## src/rtl/dpc_pkg.sv

```systemverilog
// dpc_pkg: shared constants, types and the CRC-32 byte update for the delta prefilter.
// No dependencies; imported by the top level and its checker.
`default_nettype none

package dpc_pkg;

    localparam int LEN_W   = 32;   // length and position width
    localparam int OFF_W   = 32;   // output offset width
    localparam int VAL_W   = 32;
    localparam int NB_W    = 3;

    localparam logic [LEN_W-1:0] HEADER_BYTES = LEN_W'(48);

    localparam logic [31:0] CRC_POLY   = 32'hEDB8_8320;
    localparam logic [31:0] CRC_PRESET = 32'hFFFF_FFFF;

    // filter modes
    localparam logic [1:0] MODE_COPY    = 2'd0;
    localparam logic [1:0] MODE_DELTA16 = 2'd1;
    localparam logic [1:0] MODE_DELTA32 = 2'd2;
    localparam logic [1:0] MODE_DEINT16 = 2'd3;

    // configuration register indexes
    localparam logic CFG_IDX_MODE   = 1'b0;
    localparam logic CFG_IDX_LENGTH = 1'b1;

    // out_bytes codes
    localparam logic [NB_W-1:0] NB_NONE = 3'd0;
    localparam logic [NB_W-1:0] NB_ONE  = 3'd1;
    localparam logic [NB_W-1:0] NB_TWO  = 3'd2;
    localparam logic [NB_W-1:0] NB_FOUR = 3'd4;

    typedef struct packed {
        logic [VAL_W-1:0] out_value;
        logic [NB_W-1:0]  out_bytes;
        logic [OFF_W-1:0] out_offset;
        logic             data_valid;
        logic             done_res;
        logic [31:0]      crc_value;
        logic             length_error;
    } result_t;

    // reflected CRC-32, one byte, bitwise
    function automatic logic [31:0] crc_byte(input logic [31:0] crc, input logic [7:0] data);
        logic [31:0] c;
        c = crc ^ {24'd0, data};
        for (int i = 0; i < 8; i++) begin
            c = (c >> 1) ^ (CRC_POLY & {32{c[0]}});
        end
        return c;
    endfunction

endpackage

`default_nettype wire

```

## src/rtl/delta_prefilter_with_crc32_top.sv

```systemverilog
// A result is registered and appears on the m_ channel in the cycle after its input byte transfer.
// One byte per cycle; s_ready falls only while a held result waits on m_ready.
// Bytes inside a word produce no result, so results come at most one per byte.
// Reset (aresetn low, synchronous): mode and length registers to 0, position and
// word state to 0, CRC to all ones, result register empty. No clearing pass.
// Depends on dpc_pkg.
`default_nettype none

module delta_prefilter_with_crc32_top
    import dpc_pkg::*;
(
    input  wire logic              aclk,
    input  wire logic              aresetn,
    // configuration write channel
    input  wire logic              cfg_valid,
    output logic                   cfg_ready,
    input  wire logic              cfg_index,
    input  wire logic [31:0]       cfg_data,
    // byte input channel
    input  wire logic              s_valid,
    output logic                   s_ready,
    input  wire logic [7:0]        s_in_byte,
    // result channel
    output logic                   m_valid,
    input  wire logic              m_ready,
    output logic [VAL_W-1:0]       m_out_value,
    output logic [NB_W-1:0]        m_out_bytes,
    output logic [OFF_W-1:0]       m_out_offset,
    output logic                   m_data_valid,
    output logic                   m_done_res,
    output logic [31:0]            m_crc_value,
    output logic                   m_length_error
);

    // Configuration registers
    logic [1:0]       mode_reg;
    logic [LEN_W-1:0] length_reg;

    // Per-file stream state
    logic [LEN_W-1:0] pos_reg,       pos_next;
    logic [31:0]      word_reg,      word_next;
    logic [31:0]      prev_even_reg, prev_even_next;
    logic [15:0]      prev_odd_reg,  prev_odd_next;
    logic [31:0]      crc_reg,       crc_next;

    // Result register (acts as the output stage that decouples s_ and m_)
    logic             out_valid_reg;
    result_t          out_reg;
    result_t          res;
    logic             res_fire;

    logic             s_xfer;
    logic             last;
    logic             len_bad;
    logic             in_header;
    logic [LEN_W-1:0] rel;
    logic [LEN_W-1:0] len_rel;
    logic [1:0]       lane;
    logic [31:0]      word_asm;
    logic [LEN_W-1:0] pos_inc;

    // Config writes are always taken; software must only write while idle; the block does not enforce this.
    assign cfg_ready = 1'b1;

    // A new byte is taken whenever the result register is empty or draining.
    assign s_ready = !out_valid_reg || m_ready;
    assign s_xfer  = s_valid && s_ready;

    always_comb begin
        pos_inc   = pos_reg + LEN_W'(1);
        last      = (length_reg != '0) && (pos_inc == length_reg);
        len_rel   = length_reg - HEADER_BYTES;
        in_header = pos_reg < HEADER_BYTES;
        rel       = pos_reg - HEADER_BYTES;

        // length check: delta modes need whole words after the header
        unique case (mode_reg)
            MODE_COPY:    len_bad = 1'b0;
            MODE_DELTA16: len_bad = (length_reg < HEADER_BYTES) || len_rel[0];
            default:      len_bad = (length_reg < HEADER_BYTES) || (len_rel[1:0] != 2'd0);
        endcase

        lane     = (mode_reg == MODE_DELTA16) ? {1'b0, rel[0]} : rel[1:0];
        word_asm = (lane == 2'd0) ? {24'd0, s_in_byte}
                                  : (word_reg | ({24'd0, s_in_byte} << {lane, 3'b000}));

        crc_next       = crc_byte(crc_reg, s_in_byte);
        word_next      = word_reg;
        prev_even_next = prev_even_reg;
        prev_odd_next  = prev_odd_reg;

        res              = '0;

        if (!len_bad) begin
            if ((mode_reg == MODE_COPY) || in_header) begin
                res.data_valid = 1'b1;
                res.out_value  = {24'd0, s_in_byte};
                res.out_bytes  = NB_ONE;
                res.out_offset = OFF_W'(pos_reg);
            end else begin
                word_next = word_asm;
                if ((mode_reg == MODE_DELTA16) && (lane == 2'd1)) begin
                    res.data_valid = 1'b1;
                    res.out_value  = {16'd0, prev_even_reg[15:0] - word_asm[15:0]};
                    res.out_bytes  = NB_TWO;
                    res.out_offset = OFF_W'(pos_reg - LEN_W'(1));
                    prev_even_next = {16'd0, word_asm[15:0]};
                end else if ((mode_reg == MODE_DELTA32) && (lane == 2'd3)) begin
                    res.data_valid = 1'b1;
                    res.out_value  = prev_even_reg - word_asm;
                    res.out_bytes  = NB_FOUR;
                    res.out_offset = OFF_W'(pos_reg - LEN_W'(3));
                    prev_even_next = word_asm;
                end else if ((mode_reg == MODE_DEINT16) && (lane == 2'd1)) begin
                    // even words go into the first half of the filtered area
                    res.data_valid = 1'b1;
                    res.out_value  = {16'd0, prev_even_reg[15:0] - word_asm[15:0]};
                    res.out_bytes  = NB_TWO;
                    res.out_offset = OFF_W'(HEADER_BYTES + (rel >> 1));
                    prev_even_next = {16'd0, word_asm[15:0]};
                end else if ((mode_reg == MODE_DEINT16) && (lane == 2'd3)) begin
                    // odd words go after all even words
                    res.data_valid = 1'b1;
                    res.out_value  = {16'd0, prev_odd_reg - word_asm[31:16]};
                    res.out_bytes  = NB_TWO;
                    res.out_offset = OFF_W'(HEADER_BYTES + (len_rel >> 1)
                                            + {rel[LEN_W-1:2], 1'b0});
                    prev_odd_next  = word_asm[31:16];
                end
            end
        end

        if (last) begin
            res.done_res     = 1'b1;
            res.crc_value    = ~crc_next;
            res.length_error = len_bad;
        end

        res_fire = res.data_valid || last;

        // final byte puts the stream state back to its reset value
        pos_next = pos_inc;
        if (last) begin
            pos_next       = '0;
            word_next      = '0;
            prev_even_next = '0;
            prev_odd_next  = '0;
            crc_next       = CRC_PRESET;
        end
    end

    always_ff @(posedge aclk) begin
        if (!aresetn) begin
            mode_reg      <= MODE_COPY;
            length_reg    <= '0;
            pos_reg       <= '0;
            word_reg      <= '0;
            prev_even_reg <= '0;
            prev_odd_reg  <= '0;
            crc_reg       <= CRC_PRESET;
            out_valid_reg <= 1'b0;
        end else begin
            if (cfg_valid && cfg_ready) begin
                unique case (cfg_index)
                    CFG_IDX_MODE:   mode_reg   <= cfg_data[1:0];
                    CFG_IDX_LENGTH: length_reg <= cfg_data[LEN_W-1:0];
                endcase
            end
            if (s_xfer) begin
                pos_reg       <= pos_next;
                word_reg      <= word_next;
                prev_even_reg <= prev_even_next;
                prev_odd_reg  <= prev_odd_next;
                crc_reg       <= crc_next;
                out_valid_reg <= res_fire;
            end else if (m_ready) begin
                out_valid_reg <= 1'b0;
            end
        end
    end

    // result payload: loaded on every input transfer, held while stalled
    always_ff @(posedge aclk) begin
        if (s_xfer) begin
            out_reg <= res;
        end
    end

    assign m_valid        = out_valid_reg;
    assign m_out_value    = out_reg.out_value;
    assign m_out_bytes    = out_reg.out_bytes;
    assign m_out_offset   = out_reg.out_offset;
    assign m_data_valid   = out_reg.data_valid;
    assign m_done_res     = out_reg.done_res;
    assign m_crc_value    = out_reg.crc_value;
    assign m_length_error = out_reg.length_error;

endmodule

`default_nettype wire

```

## config.mk

```make
export PLATFORM = sky130hd
export DESIGN_NAME = delta_prefilter_with_crc32_top
export DESIGN_NICKNAME = d
export VERILOG_FILES = /design/src/rtl/dpc_pkg.sv /design/src/rtl/delta_prefilter_with_crc32_top.sv
export SDC_FILE = /design/constraint.sdc
export NUM_CORES = 1
export LEC_CHECK = 0
export BUFFER_PORTS_ARGS = -buffer_cell sky130_fd_sc_hd__buf_4
export CELL_PAD_IN_SITES_DETAIL_PLACEMENT = 1
export CELL_PAD_IN_SITES_GLOBAL_PLACEMENT = 1
export CORE_ASPECT_RATIO = 0.7
export CORE_UTILIZATION = 38
export CTS_BUF_LIST = sky130_fd_sc_hd__clkbuf_2 sky130_fd_sc_hd__clkbuf_4 sky130_fd_sc_hd__clkbuf_8
export CTS_CLUSTER_DIAMETER = 40
export DETAILED_ROUTE_END_ITERATION = 7
export PLACE_DENSITY_LB_ADDON = 0.1
export REMOVE_ABC_BUFFERS = 1
export SYNTH_ARGS = -nofsm -noshare
export SYNTH_HDL_FRONTEND = slang
export SYNTH_SLANG_ARGS = --single-unit
```

## constraint.sdc

```tcl
create_clock -name aclk -period 12.3 [get_ports aclk]
set_input_delay 1.23 -clock aclk [delete_from_list [all_inputs] [get_ports aclk]]
set_output_delay 1.23 -clock aclk [all_outputs]
set_load 0.05 [all_outputs]
```

Yosys cells after proc, flatten, opt, wreduce, memory -nomap -nowiden. Index checks and enable logic that the tools add are counted.

Bits in registers: 281. Bits of input ports: 46.

Add/sub/neg operators: 11. Order comparisons: 2. Eq/ne operators: 11. Shift operators: 1. Mux-type cells: 30. Bitwise logic cells: 12. Reductions and logical operators: 26.

Operators by type and width (count): 2-to-1 mux 32 bit (12); bitwise XOR 31 x 32 -> 32 bit (8); 2-to-1 mux 52 bit (3); 2-to-1 mux 16 bit (7); 2-to-1 mux 68 bit (1); adder 6 x 31 -> 32 bit (first input constant) (2); < comparator 32 x 6 -> 1 bit (second input constant) (2); subtractor 32 x 6 -> 32 bit (second input constant) (2); 2-to-1 mux 44 bit (1); 2-to-1 mux 34 bit (1); adder 32 x 1 -> 32 bit (second input constant) (1); adder 32 x 31 -> 32 bit (1); == test 32 bit (1); inverter 32 bit (1); bitwise OR 32 bit (1); nonzero test 32 bit (1); << shifter 8 x 5 -> 32 bit (1); subtractor 16 bit (2); subtractor 32 x 1 -> 32 bit (second input constant) (1); subtractor 32 x 2 -> 32 bit (second input constant) (1); subtractor 32 bit (1); bitwise XOR 32 x 8 -> 32 bit (1); inequality test 2 bit (second input constant) (5); AND reduction 7 bit (1); other kinds (17) (35).

Depth between registers and ports, before layout. Gate-level depths: netlist (run 1).

Depth in word-level cells: 14. Gate-level depth with buffers: 19. Gate-level depth less buffers: 18.

Least setup slack after synthesis (run 1). No wires, ideal clock.

Kind: flip-flop to flip-flop. Start: reg pos_reg[4]. End: reg out_reg, in the netlist m_out_offset[31], data pin. Arrival time: 4081 ps. Slack: 7953 ps. Stages on the path, launching flop included: 19. Path buffers: 1. Clock period less this slack: 4347 ps. Cell sequence: dfxtp_1 -> ha_1 -> buf_2 -> nor3_4 -> nand3_2 -> or3_1 -> xor2_1 -> inv_1 -> ha_1 -> ha_1 -> a21o_1 -> a21o_1 -> o2bb2ai_1 -> a41o_1 -> a41o_1 -> o21ai_0 -> a21boi_0 -> mux2i_1 -> nand4_1.

Cells in the longest elaborated chain, start to end: 7.

RTL lines: from (decl) (line delta_prefilter_with_crc32_top.sv:40) `logic [LEN_W-1:0] pos_reg, pos_next;`; from (signal assigned) (line delta_prefilter_with_crc32_top.sv:170) `pos_reg <= pos_next;`; subtractor 32 x 6 -> 32 bit (line delta_prefilter_with_crc32_top.sv:74) `rel = pos_reg - HEADER_BYTES;`; adder 32 x 31 -> 32 bit (line delta_prefilter_with_crc32_top.sv:127) `+ {rel[LEN_W-1:2], 1'b0});`; 2-to-1 mux 52 bit (line delta_prefilter_with_crc32_top.sv:121) `end else if ((mode_reg == MODE_DEINT16) && (lane == 2'd3)) begin`; 2-to-1 mux 52 bit (line delta_prefilter_with_crc32_top.sv:114) `end else if ((mode_reg == MODE_DEINT16) && (lane == 2'd1)) begin`; 2-to-1 mux 68 bit (line delta_prefilter_with_crc32_top.sv:108) `end else if ((mode_reg == MODE_DELTA32) && (lane == 2'd3)) begin`; 2-to-1 mux 52 bit (line delta_prefilter_with_crc32_top.sv:102) `if ((mode_reg == MODE_DELTA16) && (lane == 2'd1)) begin`; 2-to-1 mux 44 bit * (line delta_prefilter_with_crc32_top.sv:95) `if ((mode_reg == MODE_COPY) || in_header) begin`; to (signal assigned) (line delta_prefilter_with_crc32_top.sv:185) `out_reg <= res;`; to (decl) (line delta_prefilter_with_crc32_top.sv:48) `result_t out_reg;`.

Mark *: on every way between the ends. The rest lies on a longest branch, timed or not. A chain may end at the register's enable or synchronous reset.

Worst setup path in the final report (run 1).
Start: reg length_reg[8]. End: reg out_reg, in the netlist m_out_offset[31], data pin.

Cells in the longest elaborated chain, start to end: 8.

RTL lines: from (decl) (line delta_prefilter_with_crc32_top.sv:37) `logic [LEN_W-1:0] length_reg;`; from (signal assigned) (line delta_prefilter_with_crc32_top.sv:166) `CFG_IDX_LENGTH: length_reg <= cfg_data[LEN_W-1:0];`; subtractor 32 x 6 -> 32 bit (line delta_prefilter_with_crc32_top.sv:72) `len_rel = length_reg - HEADER_BYTES;`; adder 6 x 31 -> 32 bit (line delta_prefilter_with_crc32_top.sv:126) `res.out_offset = OFF_W'(HEADER_BYTES + (len_rel >> 1)`; adder 32 x 31 -> 32 bit (line delta_prefilter_with_crc32_top.sv:127); 2-to-1 mux 52 bit (line delta_prefilter_with_crc32_top.sv:121); 2-to-1 mux 52 bit (line delta_prefilter_with_crc32_top.sv:114); 2-to-1 mux 68 bit (line delta_prefilter_with_crc32_top.sv:108); 2-to-1 mux 52 bit (line delta_prefilter_with_crc32_top.sv:102); 2-to-1 mux 44 bit (line delta_prefilter_with_crc32_top.sv:95).

Parallel ways exist; a longest one is shown, timed or not.

==> key figures, run 1 <==
Final layout
  – Post-route cell area: between 20,000 and 25,000 sq um
  – Final Non-Filler Cells: 3,098
  – FILL cells: 6,050
  – Most frequent cells in the layout: nand2_1, nor2_1, dfxtp_1
  – FF/Latch Area: 6650 sq um
  – Ant diodes: 0
  – Layout cells sized above 1: 0.137
  – Multi-input gate area: 12,100 sq um
  – Most common cell after layout, fill and taps aside: nand2_1
  – Final nets: 2,536
  – P&R area growth vs syn: 14.3%

Timing
  – Setup_tns: 0 ns
  – Final Max Slew Viols: 0
  – Minimum period implied by the final worst setup slack: 5.71 ns
  – Slew @ Worst Pin: about 0.98 ns
  – Final setup vio count: 0
  – Fin crit share: 0.464
  – Unrepaired setup endpoints after global routing: no
  – Clock Skew: 0.0623 ns
  – Fmax: approximately 180 MHz
  – Final Hold Vio Count: 0
  – Post-route worst setup slack: 6.59 ns
  – Worst slew margin: 0.343

Synthesis
  – Post-synthesis xor/xnor area fraction: 0.111
  – Largest family of logic cells by synthesized area: simple AND/OR/NAND/NOR gates
  – Cells after synthesis: 2,282
  – Post-synthesis compound-gate area fraction: 0.208
  – Top_reg_cell synth: dfxtp_1
  – Synth Area per Inst: 8.63 sq um
  – FF+latch count, synth: between 200 and 300
  – Adder-Cell Fraction of Synth Area: 0.0729
  – Simple-gate share of the synthesized area: 0.212
  – Largest cells by area after synthesis: dfxtp_1, edfxtp_1, xnor2_1
  – Synth Cell Area: 19,700 sq um
  – Post-synth ARST share: 0
  – Seq/Total Area, Yosys: 0.337
  – Multiplexer share of the synthesized area: 0.00813
  – Leading area contributor after synthesis: dfxtp_1
  – Yosys top cell area share: 0.182
  – Post-synthesis cell type count: between 90 and 100
  – Number of synthesized flops with an enable pin: 102
  – Synth warnings: 0

Clocking
  – Num CTS Buffers: 56
  – Number of H-tree levels: 2
  – Clk slew on worst S/H paths: 0.06 ns
  – Post-CTS Hold Buffers: 0
  – CTS max path bufs: 3
  – Post-CTS setup buffers: 0
  – CTS tree: yes
  – Clk sinks: 281
  – Post-CTS sizing: 0
  – Root Buffer: clkbuf_8
  – Worst skew pair latency: 0.69 ns

Critical path
  – Top delay family on crit path: simple AND/OR/NAND/NOR gates
  – Crit end category: flop
  – Max incr delay on CP: 0.72 ns
  – Highest-delay cell along the critical path: nor4_1
  – Startpoint Class: flop
  – Worst Setup EP: m_out_offset[31]
  – Worst EP arrival: 6.08 ns
  – Reg2reg setup slack: around 6.6 ns
  – Crit path cell chain: nor4_1, nand2_1, nor4_1, nor4bb_1, xor2_1, ha_1, ha_1, a21o_1, a21o_1, a21o_1, a21oi_1, o21ai_0, a41o_1, o21ai_0, a21boi_0, mux2i_1, nand4_1
  – R2r endpoint: m_out_offset[31]
  – Setup CP Type: flop to flop
  – Worst path most repeated cell: a21o_1
  – Worst-path fanout max: 7
  – Buffers & Inverters on Critical Path: 0
  – Worst path depth: 17
  – Worst R2R Start: length_reg[8]
  – Crit path from: length_reg[8]
  – Reg2reg path depth: 17
  – Crit path required time: 12.67 ns

GRT
  – M2 GR Usage: 0.388
  – Grt met1 use: 0.425
  – Global Route met3 Usage: 0.0732
  – Initial antenna violation count: 1
  – Largest net degree at the start of global routing: 94
  – First-pass GRT wire length: approximately 110 mm
  – GRT overflow: 0
  – Gr usage total: 0.281
  – Global route hottest layer: met1
  – Vias in the first global route: about 18,000

Placement
  – Post-detail-place hpwl: around 54 mm
  – Post-Place Worst Slack: approximately 6.6 ns
  – Post-DP Area: 21,200 sq um
  – I/O Buffers: 149
  – # placed instances: 2,993
  – Final GP Congestion: ~0.96

Route
  – Avg WL per Cell: 24.1 microns
  – ANT nets after route: 0
  – Remaining DRCs: 18
  – Drt pass-1 iters: 7
  – Final WL: around 75 mm
  – Via count: 18,150
  – DR vias/cell: 5.86
  – Iter 0 DRT Violations: ~1,400

Power
  – Cell area power density: 150 nW/um^2
  – Total power draw: around 0.0034 W
  – Peak VDD IR: 97.8 uV
  – LEAKAGE: 8.91 nW

Flow run
  – Maxcap violations: 0

Floorplan
  – Total I/O pin count: 151
  – Row count: 69
  – Initial Utilization: 0.387
  – Total core area: 50,900 sq um
  – Chip height: between 150 and 200 microns
  – Die outline width: ~270 microns
  – Die area: 52,800 sq um

Min path
  – Min-Delay Path Class: flop to flop
  – Worst Hold Depth: 1

Outcome
  – Violated checks: design-rule violations
  – Status: finished with violations
cell type report:
type,instances,share of cell area
repair buffers,174,0.0580
clock buffers,78,0.0432
well taps,674,0.0375
inverters,80,0.0136
flip-flops and latches,281,0.295
clock inverters,27,0.0162
multi-input cells,1784,0.536
logic make-up after synthesis:
family                     Yosys count
AOI/OAI and AO/OA                  609
adders and majority gates          113
and+or+nand+nor                    797
other                                1
buffers and inverters              217
muxes                               16
DFF                                281
xor gates and xnor gates           248
worst register-to-register path, cell delays in order, from the launching register on:
cell	delay (ns)
dfxtp_1	0.38
nor4_1	0.72
nand2_1	0.60
nor4_1	0.67
nor4bb_1	0.40
xor2_1	0.14
ha_1	0.24
ha_1	0.37
a21o_1	0.19
a21o_1	0.20
a21o_1	0.18
a21oi_1	0.27
o21ai_0	0.15
a41o_1	0.23
o21ai_0	0.20
a21boi_0	0.18
mux2i_1	0.19
nand4_1	0.12
worst min-delay path by stage:
stage | from | endpoint | slack, ns
after floorplan | word_reg[2] | word_reg[2] | 0.43
after global placement | word_reg[24] | word_reg[24] | 0.44
after detailed placement | word_reg[5] | word_reg[5] | 0.45
after CTS | word_reg[26] | word_reg[26] | 0.47
after global routing | word_reg[25] | word_reg[25] | 0.48
final | word_reg[27] | word_reg[27] | 0.47
layer usage:
| metal | vias to the layer above | wire length (microns) |
|---|---|---|
| met2 | 567 | 29500 |
| li1 | 8447 | - |
| met3 | 84 | 6380 |
| met1 | 9052 | 37400 |
| met5 | - | 0 |
| met4 | 0 | 1370 |
stage by stage:
stage | hold slack (ns) | utilization
after floorplan | 0.432 | -
after global placement | 0.444 | 0.416
after detailed placement | 0.451 | 0.416
after CTS | 0.467 | 0.442
after global routing | 0.482 | 0.442
final | 0.467 | 0.442
power by group:
part	switching (W)	internal (W)	leakage [nW]	total [W]
logic	0.000725	0.000434	5.73	0.00116
registers	0.0000449	0.00102	2.48	0.00107
clock network	0.000471	0.000687	0.698	0.00116
total	0.00124	0.00215	8.91	0.00339
cells in the mapped netlist (6+ instances only):
cell type and n:
a21boi_0 50, o22ai_1 21, a221oi_1 13, o221ai_1 6, a221o_1 6, a211oi_1 14
nand3b_1 16, nor3_1 80, nor2_1 180, a21o_1 34, nor3b_1 10, o211ai_1 7
nor4_2 6, inv_1 78, and3_1 20, nor2b_1 55, clkbuf_1 64, o21a_1 19
xor2_1 87, buf_4 9, o21bai_1 11, nand2_1 208, mux2i_1 16, nand2b_1 20
xnor2_1 158, and2_1 23, dfxtp_1 179, buf_2 44, a22oi_1 35, o31ai_1 7
nand4_1 27, edfxtp_1 102, or3_1 17, o21ai_0 146, a21oi_1 111, a31oi_1 14
buf_6 12, ha_1 110, o2bb2ai_1 28, a22o_1 40, nand3_1 54, and4_1 9
nor4_1 26, buf_1 8
Power figures use the tool's default switching activity.
==> run 2, diff against run 1 <==
- clock period: 12.3 -> 4.6 ns (I/O delays scaled with it)
==> key figures, run 2 (synthesis gave the netlist of run 1 again) <==
Timing
  – Minimum period implied by the final worst setup slack: 4.44 ns
  – Hold Slack: 0.0454 ns
  – Worst slew margin: 0.206
  – Fmax: ~230 MHz
  – Fin crit share: 0.965
  – Final Hold Vio Count: 0
  – Final setup vio count: 0
  – Slew @ Worst Pin: between 1 and 1.5 ns
  – Final Max Slew Viols: 0
  – Clock Skew: 0.0289 ns

Min path
  – Hold path startpoint: cfg_data[21]
  – Min-Delay Path Class: input pin to flop
  – WHS Endpoint: length_reg[21]
  – Worst Hold Depth: 3

GRT
  – Gr usage total: 0.289
  – First-pass GRT wire length: approximately 120 mm
  – Largest net degree at the start of global routing: 89
  – Initial antenna violation count: 2
  – GRT overflow: 0
  – Vias in the first global route: 18,699

Placement
  – Post-detail-place hpwl: 57.6 mm
  – Final GP Congestion: 0.947
  – I/O Buffers: 149
  – Post-DP Area: about 22,000 sq um

Final layout
  – Multi-input gate area: 12,200 sq um
  – FILL cells: 6,017
  – P&R area growth vs syn: 20.1%
  – Post-route cell area: roughly 24,000 sq um
  – FF/Latch Area: around 6600 sq um
  – Final nets: 2,681
  – Ant diodes: 0
  – Layout cells sized above 1: 0.194
  – Most common cell after layout, fill and taps aside: buf_4
  – Most frequent cells in the layout: buf_4, nand2_1, nor2_1, dfxtp_1, xnor2_1

Route
  – Avg WL per Cell: between 20 and 25 microns
  – Drt pass-1 iters: 7
  – Final WL: around 77 mm
  – Remaining DRCs: 18
  – Iter 0 DRT Violations: between 1,500 and 2,000
  – Via count: roughly 19,000
  – DR vias/cell: 5.86
  – ANT nets after route: 0

Critical path
  – Worst R2R Start: pos_reg[5]
  – Startpoint Class: flop
  – Reg2reg setup slack: 0.16 ns
  – Setup CP Type: flop to flop
  – Worst EP arrival: between 4 and 5 ns
  – Crit path required time: 5.02 ns
  – Reg2reg path depth: 17
  – Crit end category: flop
  – Worst-path fanout max: 6
  – R2r endpoint: m_out_offset[29]

Clocking
  – CTS tree: yes
  – Root Buffer: clkbuf_8
  – Num CTS Buffers: 55
  – Clk slew on worst S/H paths: 0.06 ns
  – Post-CTS setup buffers: 0
  – CTS max path bufs: 3
  – Clk sinks: 281
  – Number of H-tree levels: 2
  – Worst skew pair latency: about 0.67 ns
  – Post-CTS Hold Buffers: 0

Power
  – Cell internal pwr: 0.00559 W
  – Cell area power density: 381 nW/um^2
  – Flop pwr share: 0.316
  – Peak VDD IR: 194 uV
  – LEAKAGE: roughly 9.6 nW
  – Switching part of the total power: 0.380
  – Power share of the clock group: 0.306
  – Total power draw: 0.00901 W
  – Comb power frac: 0.378
  – Switching power total: 0.00343 W

Outcome
  – Violated checks: design-rule violations
  – Status: finished with violations

Floorplan
  – Total I/O pin count: 151
  – Die outline width: 274 microns
  – Initial Utilization: 0.387
  – Chip height: 192 microns
  – Die area: around 53,000 sq um
  – Row count: 69
  – Total core area: 50,900 sq um

Flow run
  – Maxcap violations: 0
## run 2: layout make-up
class / instances / share of cell area
sequential: 281 / 0.281
clock inverter: 26 / 0.00994
multi-input combinational: 1784 / 0.517
tap: 674 / 0.0356
clock buffer: 76 / 0.0395
timing repair buffer: 320 / 0.104
inverter: 80 / 0.0129
## run 2: timing repair
action,4_1_cts,5_1_grt
endpoints found under the setup margin,2,35
resized for setup,3,33
cloned,0,0
pin swaps,0,5
## run 2: how the worst max path moves through the flow
stage	start	endpoint	slack, ns	depth (start not counted)
6_report	pos_reg[5]	m_out_offset[29]	0.16	17
3_5_place_dp	pos_reg[4]	m_out_offset[30]	-0.12	18
5_1_grt	length_reg[14]	m_out_offset[31]	-0.01	17
4_1_cts	pos_reg[4]	m_out_offset[31]	0.01	18
2_1_floorplan	m_valid	pos_reg[17]	-2.11	6
3_3_place_gp	pos_reg[4]	m_out_offset[30]	0.05	18
## run 2: routing by layer
metal,wire length (microns),share of wire,GRT usage
met5,0,0,0
met3,6020,0.078,0.0498
met4,1430,0.018,0.0660
met1,38800,0.50,0.448
met2,31100,0.40,0.409
## run 2: per-stage QoR
stage                      util  cells  setup slack [ns]  TNS [ns]
after floorplan               -   2145             -2.11   -216.13
after global placement    0.438   3139            0.0509         0
after detailed placement  0.438   3139            -0.116    -0.155
after CTS                 0.461   3241            0.0101         0
after global routing      0.465   3241           -0.0143   -0.0143
final                     0.465   3241             0.162         0
## run 2: power by group through the flow
stage	Combinational [W]	Clock [W]	Sequential (W)
global placement	0.00323	0	0.00289
finish	0.00341	0.00276	0.00285
CTS	0.00333	0.00282	0.00285
global route	0.00368	0.00294	0.00286
floorplan	0.00207	0	0.00305
detailed placement	0.00330	0	0.00290
## run 2: worst max-delay path: stages (launching register included)
cell       delay [ns]
dfxtp_1          0.37
ha_4             0.21
nor3_4           0.29
buf_12           0.16
nand3_2          0.13
or3_1            0.35
xor2_1           0.18
inv_1            0.11
ha_1             0.34
ha_1             0.35
a21o_1           0.18
a21o_1           0.20
o2bb2ai_1        0.12
a41o_2           0.30
a41o_1           0.28
o21ai_1          0.21
a211oi_1         0.11
a221o_1          0.28
